===== config.mk =====
export PLATFORM = sky130hd
export DESIGN_NAME = sample_ring_window_average_core_flat
export DESIGN_NICKNAME = d
export VERILOG_FILES = /design/src/hw/rtl/sra_pkg.sv /design/src/hw/rtl/sra_req_if.sv /design/src/hw/rtl/sra_rsp_if.sv /design/src/hw/rtl/sra_csr_if.sv /design/src/hw/rtl/sample_ring_window_average_core.sv /design/src/hw/rtl/sra_store_mem.sv /design/src/hw/rtl/sra_divider.sv /design/src/flat_wrapper.sv
export SDC_FILE = /design/constraint.sdc
export NUM_CORES = 2
export LEC_CHECK = 0
export ABC_AREA = 1
export BUFFER_PORTS_ARGS = -buffer_cell sky130_fd_sc_hd__buf_2
export CORE_UTILIZATION = 55
export CTS_CLUSTER_DIAMETER = 30
export DETAILED_ROUTE_END_ITERATION = 7
export HOLD_SLACK_MARGIN = 0.06
export PLACE_DENSITY = 0.71
export RECOVER_POWER = 50
export SETUP_SLACK_MARGIN = 0.05
export SKIP_LAST_GASP = 1
export SYNTH_ARGS = -nofsm -noshare
export SYNTH_HDL_FRONTEND = slang
export SYNTH_HIERARCHICAL = 1
export SYNTH_SLANG_ARGS = --single-unit
export TNS_END_PERCENT = 30

===== constraint.sdc =====
create_clock -name clock -period 6.6 [get_ports clock]
set_clock_uncertainty 0.1 [all_clocks]
set_input_delay 0.99 -clock clock [delete_from_list [all_inputs] [get_ports clock]]
set_output_delay 0.99 -clock clock [all_outputs]
set_load 0.005 [all_outputs]

===== src/hw/rtl/sra_pkg.sv =====
// shared types, codes and defaults for the sample ring window average block
`default_nettype none
package sra_pkg;

   localparam int SAMPLE_W = 16;
   localparam int TIME_W   = 32;
   localparam int CMD_W    = 2;
   localparam int STATUS_W = 2;

   localparam int DEFAULT_STORE_DEPTH = 128;
   localparam int DEFAULT_WINDOW      = 60;

   // command codes
   localparam logic [CMD_W-1:0] CMD_ADD     = 2'd0;
   localparam logic [CMD_W-1:0] CMD_REQUEST = 2'd1;
   localparam logic [CMD_W-1:0] CMD_CLEAR   = 2'd2;

   // status codes
   localparam logic [STATUS_W-1:0] STATUS_OK    = 2'd0;
   localparam logic [STATUS_W-1:0] STATUS_EMPTY = 2'd1;
   localparam logic [STATUS_W-1:0] STATUS_SHORT = 2'd2;

   typedef enum logic [2:0] {
      ST_IDLE,
      ST_READ,
      ST_DRAIN,
      ST_START,
      ST_DIVIDE,
      ST_RESP
   } state_type;

endpackage
`default_nettype wire


===== src/hw/rtl/sra_req_if.sv =====
// command channel interface
`default_nettype none
interface sra_req_if
   import sra_pkg::*;
();
   logic                       valid;
   logic                       ready;
   logic        [CMD_W-1:0]    cmd;
   logic signed [SAMPLE_W-1:0] sample;

   modport source (output valid, output cmd, output sample, input ready);
   modport sink   (input valid, input cmd, input sample, output ready);
endinterface
`default_nettype wire


===== src/hw/rtl/sra_rsp_if.sv =====
// result channel interface
`default_nettype none
interface sra_rsp_if
   import sra_pkg::*;
();
   logic                       valid;
   logic                       ready;
   logic        [STATUS_W-1:0] status;
   logic signed [SAMPLE_W-1:0] average;
   logic        [TIME_W-1:0]   stamp;

   modport source (output valid, output status, output average, output stamp, input ready);
   modport sink   (input valid, input status, input average, input stamp, output ready);
endinterface
`default_nettype wire


===== src/hw/rtl/sra_csr_if.sv =====
// start time register write channel interface
`default_nettype none
interface sra_csr_if
   import sra_pkg::*;
();
   logic              valid;
   logic              ready;
   logic [TIME_W-1:0] data;

   modport source (output valid, output data, input ready);
   modport sink   (input valid, input data, output ready);
endinterface
`default_nettype wire


===== src/hw/rtl/sample_ring_window_average_core.sv =====
// top level of the sample ring window average block
//
//   channel   direction  payload                     beat taken when
//   req_if    in         cmd, sample                 valid && ready
//   rsp_if    out        status, average, stamp      valid && ready
//   csr_if    in         data (start time)           valid && ready
//
// add, clear and unused commands are handled in the idle state: one store write at most.
// a failing request goes straight to the result state; a passing one makes WINDOW
// serial store reads, drains the last read, then runs the reciprocal multiply.
// synchronous reset; no clearing pass, only entries written since a clear are read.
// a waiting result does not block adds or clears; a request may still be
// accepted and then waits in its last state until the result register frees.
`default_nettype none
module sample_ring_window_average_core
   import sra_pkg::*;
#(
   parameter int STORE_DEPTH = DEFAULT_STORE_DEPTH,
   parameter int WINDOW      = DEFAULT_WINDOW
) (
   input  wire       clock,
   input  wire       reset,
   sra_req_if.sink   req_if,
   sra_rsp_if.source rsp_if,
   sra_csr_if.sink   csr_if
);

   localparam int PTR_W = $clog2(STORE_DEPTH);
   localparam int SUM_W = SAMPLE_W + $clog2(WINDOW);
   localparam int IDX_W = $clog2(WINDOW + 1);

   state_type state_ff, state_in;

   logic [PTR_W-1:0]           rp_ff, rp_in;
   logic [PTR_W-1:0]           wp_ff, wp_in;
   logic                       empty_ff, empty_in;
   logic [TIME_W-1:0]          oldest_ff, oldest_in;
   logic [TIME_W-1:0]          start_time_ff;
   logic                       rd_vld_ff;
   logic [IDX_W-1:0]           iss_cnt_ff, iss_cnt_in;
   logic signed [SUM_W-1:0]    acc_ff, acc_in;
   logic [STATUS_W-1:0]        res_status_ff, res_status_in;
   logic signed [SAMPLE_W-1:0] res_avg_ff, res_avg_in;
   logic [TIME_W-1:0]          res_stamp_ff, res_stamp_in;
   logic                       rsp_valid_ff, rsp_valid_in;
   logic [STATUS_W-1:0]        rsp_status_ff, rsp_status_in;
   logic signed [SAMPLE_W-1:0] rsp_avg_ff, rsp_avg_in;
   logic [TIME_W-1:0]          rsp_stamp_ff, rsp_stamp_in;

   logic                       req_acc;
   logic                       rsp_free;
   logic [PTR_W-1:0]           rp_inc, wp_inc, fill;
   logic                       req_short;
   logic                       mem_wr_en, mem_rd_en;
   logic signed [SAMPLE_W-1:0] mem_rd_data;
   logic                       div_start, div_done;
   logic signed [SAMPLE_W-1:0] div_quot;

   // handshakes
   assign req_if.ready = (state_ff == ST_IDLE);
   assign req_acc      = req_if.valid && req_if.ready;
   assign csr_if.ready = 1'b1;
   assign rsp_free     = !rsp_valid_ff || rsp_if.ready;

   // ring pointer arithmetic
   assign rp_inc    = (rp_ff == PTR_W'(STORE_DEPTH - 1)) ? '0 : rp_ff + 1'b1;
   assign wp_inc    = (wp_ff == PTR_W'(STORE_DEPTH - 1)) ? '0 : wp_ff + 1'b1;
   assign fill      = (wp_ff >= rp_ff) ? (wp_ff - rp_ff)
                                       : (wp_ff + PTR_W'(STORE_DEPTH) - rp_ff);
   assign req_short = (32'(fill) < 32'(WINDOW));

   // next state
   always_comb begin
      state_in = state_ff;
      case (state_ff)
         ST_IDLE: begin
            if (req_acc && req_if.cmd == CMD_REQUEST) begin
               state_in = (empty_ff || req_short) ? ST_RESP : ST_READ;
            end
         end
         ST_READ: begin
            if (iss_cnt_ff == IDX_W'(WINDOW - 1)) begin
               state_in = ST_DRAIN;
            end
         end
         ST_DRAIN:  state_in = ST_START;
         ST_START:  state_in = ST_DIVIDE;
         ST_DIVIDE: begin
            if (div_done) begin
               state_in = ST_RESP;
            end
         end
         ST_RESP: begin
            if (rsp_free) begin
               state_in = ST_IDLE;
            end
         end
         default: state_in = ST_IDLE;
      endcase
   end

   // datapath and store control
   always_comb begin
      rp_in         = rp_ff;
      wp_in         = wp_ff;
      empty_in      = empty_ff;
      oldest_in     = oldest_ff;
      iss_cnt_in    = iss_cnt_ff;
      acc_in        = acc_ff;
      res_status_in = res_status_ff;
      res_avg_in    = res_avg_ff;
      res_stamp_in  = res_stamp_ff;
      rsp_valid_in  = rsp_valid_ff;
      rsp_status_in = rsp_status_ff;
      rsp_avg_in    = rsp_avg_ff;
      rsp_stamp_in  = rsp_stamp_ff;
      mem_wr_en     = 1'b0;
      mem_rd_en     = 1'b0;
      div_start     = 1'b0;

      // sum the sample that came back from the store
      if (rd_vld_ff) begin
         acc_in = acc_ff + SUM_W'(mem_rd_data);
      end

      // result beat leaves
      if (rsp_valid_ff && rsp_if.ready) begin
         rsp_valid_in = 1'b0;
      end

      case (state_ff)
         ST_IDLE: begin
            if (req_acc) begin
               case (req_if.cmd)
                  CMD_ADD: begin
                     mem_wr_en = 1'b1;
                     wp_in     = wp_inc;
                     empty_in  = 1'b0;
                     // full ring drops the oldest sample
                     if (wp_inc == rp_ff) begin
                        rp_in     = rp_inc;
                        oldest_in = oldest_ff + 1'b1;
                     end
                  end
                  CMD_CLEAR: begin
                     rp_in     = '0;
                     wp_in     = '0;
                     empty_in  = 1'b1;
                     oldest_in = start_time_ff;
                  end
                  CMD_REQUEST: begin
                     res_avg_in   = '0;
                     res_stamp_in = '0;
                     acc_in       = '0;
                     iss_cnt_in   = '0;
                     if (empty_ff) begin
                        res_status_in = STATUS_EMPTY;
                     end else if (req_short) begin
                        res_status_in = STATUS_SHORT;
                     end else begin
                        res_status_in = STATUS_OK;
                        res_stamp_in  = oldest_ff - 1'b1;
                     end
                  end
                  default: begin
                  end
               endcase
            end
         end
         ST_READ: begin
            mem_rd_en  = 1'b1;
            rp_in      = rp_inc;
            empty_in   = (rp_inc == wp_ff);
            oldest_in  = oldest_ff + 1'b1;
            iss_cnt_in = iss_cnt_ff + 1'b1;
         end
         ST_START: begin
            div_start = 1'b1;
         end
         ST_DIVIDE: begin
            if (div_done) begin
               res_avg_in = div_quot;
            end
         end
         ST_RESP: begin
            if (rsp_free) begin
               rsp_valid_in  = 1'b1;
               rsp_status_in = res_status_ff;
               rsp_avg_in    = res_avg_ff;
               rsp_stamp_in  = res_stamp_ff;
            end
         end
         default: begin
         end
      endcase
   end

   // control registers
   always_ff @(posedge clock) begin
      if (reset) begin
         state_ff      <= ST_IDLE;
         rp_ff         <= '0;
         wp_ff         <= '0;
         empty_ff      <= 1'b1;
         oldest_ff     <= '0;
         start_time_ff <= '0;
         rd_vld_ff     <= 1'b0;
         rsp_valid_ff  <= 1'b0;
      end else begin
         state_ff     <= state_in;
         rp_ff        <= rp_in;
         wp_ff        <= wp_in;
         empty_ff     <= empty_in;
         oldest_ff    <= oldest_in;
         rd_vld_ff    <= mem_rd_en;
         rsp_valid_ff <= rsp_valid_in;
         if (csr_if.valid && csr_if.ready) begin
            start_time_ff <= csr_if.data;
         end
      end
   end

   // payload registers
   always_ff @(posedge clock) begin
      iss_cnt_ff    <= iss_cnt_in;
      acc_ff        <= acc_in;
      res_status_ff <= res_status_in;
      res_avg_ff    <= res_avg_in;
      res_stamp_ff  <= res_stamp_in;
      rsp_status_ff <= rsp_status_in;
      rsp_avg_ff    <= rsp_avg_in;
      rsp_stamp_ff  <= rsp_stamp_in;
   end

   // sample store
   sra_store_mem #(
      .DEPTH  (STORE_DEPTH),
      .ADDR_W (PTR_W)
   ) u_store (
      .clock   (clock),
      .wr_en   (mem_wr_en),
      .wr_addr (wp_ff),
      .wr_data (req_if.sample),
      .rd_en   (mem_rd_en),
      .rd_addr (rp_ff),
      .rd_data (mem_rd_data)
   );

   // window mean
   sra_divider #(
      .WINDOW (WINDOW),
      .SUM_W  (SUM_W)
   ) u_div (
      .clock    (clock),
      .reset    (reset),
      .start    (div_start),
      .dividend (acc_ff),
      .done     (div_done),
      .quotient (div_quot)
   );

   // result port
   assign rsp_if.valid   = rsp_valid_ff;
   assign rsp_if.status  = rsp_status_ff;
   assign rsp_if.average = rsp_avg_ff;
   assign rsp_if.stamp   = rsp_stamp_ff;

endmodule
`default_nettype wire


===== src/hw/rtl/sra_store_mem.sv =====
// sample store memory, one write port and one registered read port
`default_nettype none
module sra_store_mem
   import sra_pkg::*;
#(
   parameter int DEPTH  = DEFAULT_STORE_DEPTH,
   parameter int ADDR_W = $clog2(DEFAULT_STORE_DEPTH)
) (
   input  wire                        clock,
   input  wire                        wr_en,
   input  wire  [ADDR_W-1:0]          wr_addr,
   input  wire  signed [SAMPLE_W-1:0] wr_data,
   input  wire                        rd_en,
   input  wire  [ADDR_W-1:0]          rd_addr,
   output logic signed [SAMPLE_W-1:0] rd_data
);

   logic signed [SAMPLE_W-1:0] mem_ff [DEPTH];

   // write port
   always_ff @(posedge clock) begin
      if (wr_en) begin
         mem_ff[wr_addr] <= wr_data;
      end
   end

   // read port, registered, updates only while rd_en is high
   always_ff @(posedge clock) begin
      if (rd_en) begin
         rd_data <= mem_ff[rd_addr];
      end
   end

endmodule
`default_nettype wire


===== src/hw/rtl/sra_divider.sv =====
// signed divide by the window length: magnitude taken on start, then a registered reciprocal multiply
`default_nettype none
module sra_divider
   import sra_pkg::*;
#(
   parameter int WINDOW = DEFAULT_WINDOW,
   parameter int SUM_W  = SAMPLE_W + $clog2(DEFAULT_WINDOW)
) (
   input  wire                        clock,
   input  wire                        reset,
   input  wire                        start,
   input  wire  signed [SUM_W-1:0]    dividend,
   output logic                       done,
   output logic signed [SAMPLE_W-1:0] quotient
);

   // magnitude stays below 2^SUM_W, so this reciprocal is exact for all of it
   localparam int     SHIFT   = SUM_W + $clog2(WINDOW);
   localparam int     RECIP_W = SUM_W + 1;
   localparam int     PROD_W  = SUM_W + RECIP_W;
   localparam longint RECIP   = ((longint'(1) << SHIFT) / longint'(WINDOW)) + longint'(1);
   localparam logic [RECIP_W-1:0] RECIP_C = RECIP_W'(RECIP);

   logic                busy_ff, busy_in;
   logic                done_ff, done_in;
   logic [SUM_W-1:0]    mag_ff, mag_in;
   logic                neg_ff, neg_in;
   logic [PROD_W-1:0]   prod_ff, prod_in;
   logic [SAMPLE_W-1:0] q_mag;

   // take the magnitude on start, multiply by the reciprocal the cycle after
   always_comb begin
      busy_in = start;
      done_in = busy_ff;
      mag_in  = mag_ff;
      neg_in  = neg_ff;
      prod_in = prod_ff;
      if (start) begin
         neg_in = dividend[SUM_W-1];
         mag_in = dividend[SUM_W-1] ? SUM_W'(-dividend) : SUM_W'(dividend);
      end
      if (busy_ff) begin
         prod_in = {{RECIP_W{1'b0}}, mag_ff} * {{SUM_W{1'b0}}, RECIP_C};
      end
   end

   // control
   always_ff @(posedge clock) begin
      if (reset) begin
         busy_ff <= 1'b0;
         done_ff <= 1'b0;
      end else begin
         busy_ff <= busy_in;
         done_ff <= done_in;
      end
   end

   // datapath
   always_ff @(posedge clock) begin
      mag_ff  <= mag_in;
      neg_ff  <= neg_in;
      prod_ff <= prod_in;
   end

   // quotient magnitude sits above the fraction bits of the product
   assign q_mag    = prod_ff[SHIFT +: SAMPLE_W];
   // sign restore, truncation toward zero falls out of the magnitude divide
   assign quotient = neg_ff ? (~q_mag + 1'b1) : q_mag;
   assign done     = done_ff;

endmodule
`default_nettype wire


===== src/flat_wrapper.sv =====
// flat-port wrapper written by rule: the top's interface ports become plain ports
module sample_ring_window_average_core_flat import sra_pkg::*;
#(
   parameter int STORE_DEPTH = DEFAULT_STORE_DEPTH,
   parameter int WINDOW      = DEFAULT_WINDOW
)
  (clock, reset, req_if_valid, req_if_cmd, req_if_sample, req_if_ready, rsp_if_valid, rsp_if_status, rsp_if_average, rsp_if_stamp, rsp_if_ready, csr_if_valid, csr_if_data, csr_if_ready);
  sra_req_if req_if_i ();
  sra_rsp_if rsp_if_i ();
  sra_csr_if csr_if_i ();
  input  wire clock;
  input  wire reset;
  input wire logic [$bits(req_if_i.valid)-1:0] req_if_valid;
  input wire logic [$bits(req_if_i.cmd)-1:0] req_if_cmd;
  input wire logic [$bits(req_if_i.sample)-1:0] req_if_sample;
  output wire logic [$bits(req_if_i.ready)-1:0] req_if_ready;
  output wire logic [$bits(rsp_if_i.valid)-1:0] rsp_if_valid;
  output wire logic [$bits(rsp_if_i.status)-1:0] rsp_if_status;
  output wire logic [$bits(rsp_if_i.average)-1:0] rsp_if_average;
  output wire logic [$bits(rsp_if_i.stamp)-1:0] rsp_if_stamp;
  input wire logic [$bits(rsp_if_i.ready)-1:0] rsp_if_ready;
  input wire logic [$bits(csr_if_i.valid)-1:0] csr_if_valid;
  input wire logic [$bits(csr_if_i.data)-1:0] csr_if_data;
  output wire logic [$bits(csr_if_i.ready)-1:0] csr_if_ready;
  assign req_if_i.valid = req_if_valid;
  assign req_if_i.cmd = req_if_cmd;
  assign req_if_i.sample = req_if_sample;
  assign req_if_ready = req_if_i.ready;
  assign rsp_if_valid = rsp_if_i.valid;
  assign rsp_if_status = rsp_if_i.status;
  assign rsp_if_average = rsp_if_i.average;
  assign rsp_if_stamp = rsp_if_i.stamp;
  assign rsp_if_i.ready = rsp_if_ready;
  assign csr_if_i.valid = csr_if_valid;
  assign csr_if_i.data = csr_if_data;
  assign csr_if_ready = csr_if_i.ready;
  sample_ring_window_average_core #(.STORE_DEPTH(STORE_DEPTH), .WINDOW(WINDOW)) u_core (.clock(clock), .reset(reset), .req_if(req_if_i), .rsp_if(rsp_if_i), .csr_if(csr_if_i));
endmodule

After elaboration in Yosys (flattened, before gate mapping):

Memories as Yosys holds them, arrays and structs flattened. A register that Yosys moved wholly into a read port is not among the register bits.
Cells that the tools add are included.

* reduce and logical (&&, ||, !) cells: 20
* $lt $le $gt $ge: 1
* multiply operators: 1
* equality and inequality tests: 20
* bitwise gates (word level): 1
* mux-type cells: 44
* add/subtract/negate cells: 9

Operators with widths (count)
* $pmux 32 s2: 2
* $mux 22: 4
* $mux 16: 4
* $mux 32: 2
* $mul 22x23->44 const B: 1
* $pmux 7 s2: 3
* $add 32x1->32 const B: 1
* $pmux 16 s2: 1
* $sub 32x1->32 const B: 1
* $mux 7: 4
* $add 22x16->22: 1
* $neg 22->22: 1
* $mux 21: 1
* $pmux 3 s6: 1
* $add 16x1->16 const B: 1
* $not 16->16: 1
* $mux 3: 5
* $add 7x1->7 const B: 2
* $eq 7x7->1: 2
* $eq 7x7->1 const B: 2
* $mux 6: 2
* $pmux 6 s2: 1
* $reduce_and 3->1: 4
* $reduce_and 4->1: 3
* 23 further kinds: 46

* bits in registers: 281
* word-level logic and storage cells: 119
* output and inout bits: 53
* memories: 1
* input port bits: 55
* RAM bits: 2048

Memories
* u_core.u_store.mem_ff: words 128, bits a word 16, read ports 1, clocked after memory_dff 1, write ports 1, line sra_store_mem.sv:18 `logic signed [SAMPLE_W-1:0] mem_ff [DEPTH];`

Longest topological paths before layout:

* depth after elaboration: 7
* depth in mapped cells: 24
* depth with buffers taken out: 24

Modules after synthesis:

The synthesis kept the hierarchy.

By module, submodules not included
* sra_store_mem: area an instance 82988.3 µm², sequential area each 61979.4 µm², times used 1, cells an instance 6793
* sample_ring_window_average_core: area an instance 11362.1 µm², sequential area each 5305.1 µm², times used 1, cells an instance 1496
* sra_divider: area an instance 8309.2 µm², sequential area each 1211.2 µm², times used 1, cells an instance 1154

Worst setup path before layout:

No wires, ideal clock.

* path kind: flip-flop to flip-flop
* start: register u_core.u_div.mag_ff[21]
* end: register u_core.u_div.prod_ff[30] (data pin)
* path slack: 1.996 ns
* stages on the path, launching flop included: 19
* library setup time: 0.252 ns
* arrival: 4.252 ns
* required time: 6.248 ns
* cell sequence: edfxtp_1 > ha_1 > inv_1 > fa_1 > fa_1 > inv_1 > fa_1 > fa_1 > ha_1 > ha_1 > nand2_1 > inv_1 > nand2_1 > nand2_1 > a21oi_1 > a21boi_0 > nand2_1 > nand2_1 > nand2_1

* word-level cells in the longest chain between the ends: 1

Ends and longest elaborated chain
* start: declaration: line sra_divider.sv:26 `logic [SUM_W-1:0] mag_ff, mag_in;`
* start signal: assignment: line sra_divider.sv:60 `mag_ff <= mag_in;`
* $mul 22x23->44: line sra_divider.sv:43 `prod_in = {{RECIP_W{1'b0}}, mag_ff} * {{SUM_W{1'b0}}, RECIP_C};`
* end signal: assignment: line sra_divider.sv:62 `prod_ff <= prod_in;`
* end: declaration: line sra_divider.sv:28 `logic [PROD_W-1:0] prod_ff, prod_in;`

No other way between the ends.
A chain may end at the register's enable or synchronous reset.

Worst setup path after layout:

* start: input req_if_sample[6]
* end: memory u_core.u_store.mem_ff[68][6] (data pin)

RTL lines
* start: declaration: line flat_wrapper.sv:15 `input wire logic [$bits(req_if_i.sample)-1:0] req_if_sample;`
* end: declaration: line sra_store_mem.sv:18

No word-level cell before the write port.

==> results.json <==
{
  "grt_pass1_vias": 70600,
  "clock_sinks": 2317,
  "regToRegSetupSlack_ps": 1590,
  "seq_area_frac_synth_pct": 66.7,
  "syn_area_um2": 103000,
  "rows": 158,
  "hp-class": "primary input to flip-flop",
  "max_stage_delay_ps": 2670,
  "power_density_nw_per_um2": 451,
  "yosysWarnings": 6,
  "drt-vias-per-instance": 5.86,
  "dp_cells": 11700,
  "ios": 108,
  "antenna_found_initial": 14,
  "worstPathMaxFanout": 68,
  "cp-end-kind": "flip-flop",
  "die_y_um": 434,
  "crit_chain": "clkbuf_1 > clkbuf_1",
  "required_ps": 6700,
  "status": "complete, but fails checks",
  "post-dp-hpwl_um": 161000,
  "gr-total-overflow": 0,
  "instances_no_fill": 12500,
  "synth_cell_types": 50,
  "irDropWorstVdd_mv": 0.342,
  "cts_max_level": 5,
  "fmax_ghz": 0.174,
  "fin_nets": 9988,
  "stdcell_area_um2": 120000,
  "die_w_um": 434,
  "num_vias": 73300,
  "areaGrowthSynthToFinish_pct": 17.1,
  "root_buffer": "clkbuf_16",
  "cts_buffers": 440,
  "maxSlewViolCount": 2026,
  "gp_congestion": 0.919,
  "synth_edf_count": 2209,
  "total_power_mw": 54.3,
  "io_buffer_count": 106,
  "cts_tree": "yes",
  "final_common_cell": "nand2_1",
  "n_fill_cell": 13600,
  "async_flop_share_pct": 0,
  "grt_pass1_wl_um": 424000,
  "die-area_um2": 188000,
  "setup_viol": 0,
  "drive_gt1_share_pct": 10.5,
  "maxCapViolations": 32,
  "path_class": "primary input to flip-flop",
  "tns_ps": 0,
  "violations": "max-capacitance violations, max-slew violations",
  "layout_common_cells": "nand2_1 (2734), edfxtp_1 (2209), nand3_1 (2143), nor2_1 (522), inv_1 (449)",
  "finalHoldViolCount": 0,
  "min_period_over_period_pct": 87.0,
  "worst_pin_slew_ps": 4460,
  "avgSynthCellArea_um2": 10.9,
  "clk_pin_slew_ps": 50,
  "critPathBufInv": 2,
  "clk_latency_ps": 1010,
  "fin_crit_ps": 5740,
  "post_dp_cell_area_um2": 105000,
  "drt_iter0_drc": 8683,
  "synth_seq_cells": 2317,
  "postRouteAntennaNets": 0,
  "core_area_um2": 185000,
  "post_drt_wl_per_cell_um": 22.8,
  "postCtsSetupRepairBufs": 0,
  "slew_headroom_pct": -197,
  "rsz0062_at_grt": "no",
  "cp_common_cell": "clkbuf_1",
  "drcViolationCount": 0,
  "cts-resized-gates": 0,
  "ctsHoldBuffers": 0,
  "critPathLaunchType": "primary input",
  "syn_nets": 9760,
  "critPathTopFamily": "buffers and inverters",
  "power.leakage_nw": 45.6,
  "synth_flop_cell": "edfxtp_1",
  "grt_max_degree": 188,
  "initial_utilization_pct": 55.4,
  "synth_cells": 9443,
  "routed_wl_um": 285000,
  "firstDrtPassIters": 8,
  "track_usage_pct": 29.8,
  "crit_slowest_cell": "clkbuf_1",
  "cts_buffer_depth": 4,
  "arrival_ps": 5840
}
synth_stat cells (all sizes together), types with 4 or more instances:
cell type,n,area (µm²)
nand2,2743,10300
edfxtp,2209,66300
nand3,2144,10700
nor2,545,2080
inv,457,1720
buf,398,2260
ha,200,2500
clkbuf,120,452
dfxtp,108,2160
o21ai,101,505
a21oi,97,485
nor3,69,398
fa,62,1240
xor2,59,517
nand4,35,219
xnor2,16,140
nand3b,11,82.6
o21bai,10,75.1
or2,10,62.6
o211ai,9,67.6
mux2i,8,80.1
nor4,7,43.8
o21a,4,30.0
state kept, by name, indices dropped and copies added (netlist names), 16 cells and up:
name and flops:
u_core/start_time_ff 32, u_core/u_store/mem_ff 2048, u_core/u_div/mag_ff 22, u_core/u_store/rd_data 16, u_core/u_div/prod_ff 16, u_core/res_avg_ff 16
u_core/rsp_if.stamp 32, u_core/acc_ff 22, u_core/rsp_if.average 16, u_core/res_stamp_ff 32, u_core/oldest_ff 32
power by group:
| part | leakage, nW | internal [mW] | total [mW] | switching (mW) |
|---|---|---|---|---|
| registers | 20.8 | 16.7 | 17.2 | 0.551 |
| logic | 17.6 | 4.05 | 14.8 | 10.7 |
| clock network | 7.16 | 14.9 | 22.3 | 7.41 |
| total | 45.6 | 35.6 | 54.3 | 18.7 |
per-stage QoR:
| stage | utilization (%) | hold slack, ps | setup slack [ps] |
|---|---|---|---|
| after floorplan | - | 300 | 2000 |
| after global placement | 56.9 | 301 | 1560 |
| after detailed placement | 56.9 | 305 | 1560 |
| after CTS | 64.9 | 136 | 1560 |
| after global routing | 64.8 | 175 | 686 |
| final | 64.8 | 186 | 858 |
per-layer routing:
layer / GRT usage (%) / vias to the layer above / wire length, µm
met1: 40.8 / 35300 / 112000
met3: 6.29 / 594 / 30200
li1: - / 33300 / -
met5: 0 / - / 82
met4: 11.9 / 12 / 10400
met2: 46.8 / 4056 / 132000
kinds of logic (layout without fill, tap and decap cells):
group	count (synthesis)	after routing	synth area share, %
xor gates and xnor gates	75	75	0.640
other	1	3	0.00365
adders and majority gates	262	262	3.65
muxes	8	8	0.0780
DFF	2317	2317	66.7
AOI/OAI and AO/OA	235	235	1.23
buffers and inverters	978	1557	4.32
and+or+nand+nor	5567	5567	23.4
cell type report:
| cell class | count | area [µm²] | share of cell area, % |
|---|---|---|---|
| clock inverters | 303 | 3510 | 2.92 |
| repair buffers | 304 | 2170 | 1.81 |
| flip-flops and latches | 2317 | 68500 | 57.0 |
| well taps | 2480 | 3100 | 2.58 |
| inverters | 460 | 1760 | 1.47 |
| diodes | 2 | 5.00 | 0.00416 |
| clock buffers | 490 | 11400 | 9.48 |
| multi-input cells | 6148 | 29700 | 24.7 |
path summary, 6_finish.rpt:
kind | start | to | cells after the start
setup / recovery | req_if_sample[6] | u_core/u_store/mem_ff[68][6] | 2
hold / removal | csr_if_data[11] | u_core/start_time_ff[11] | 3
setup reg to reg | u_core/u_div/mag_ff[8] | u_core/u_div/prod_ff[41] | 20
hold reg to reg | u_core/res_stamp_ff[13] | u_core/rsp_if.stamp[13] | 0
No activity file was read; power rests on OpenSTA's default activity.
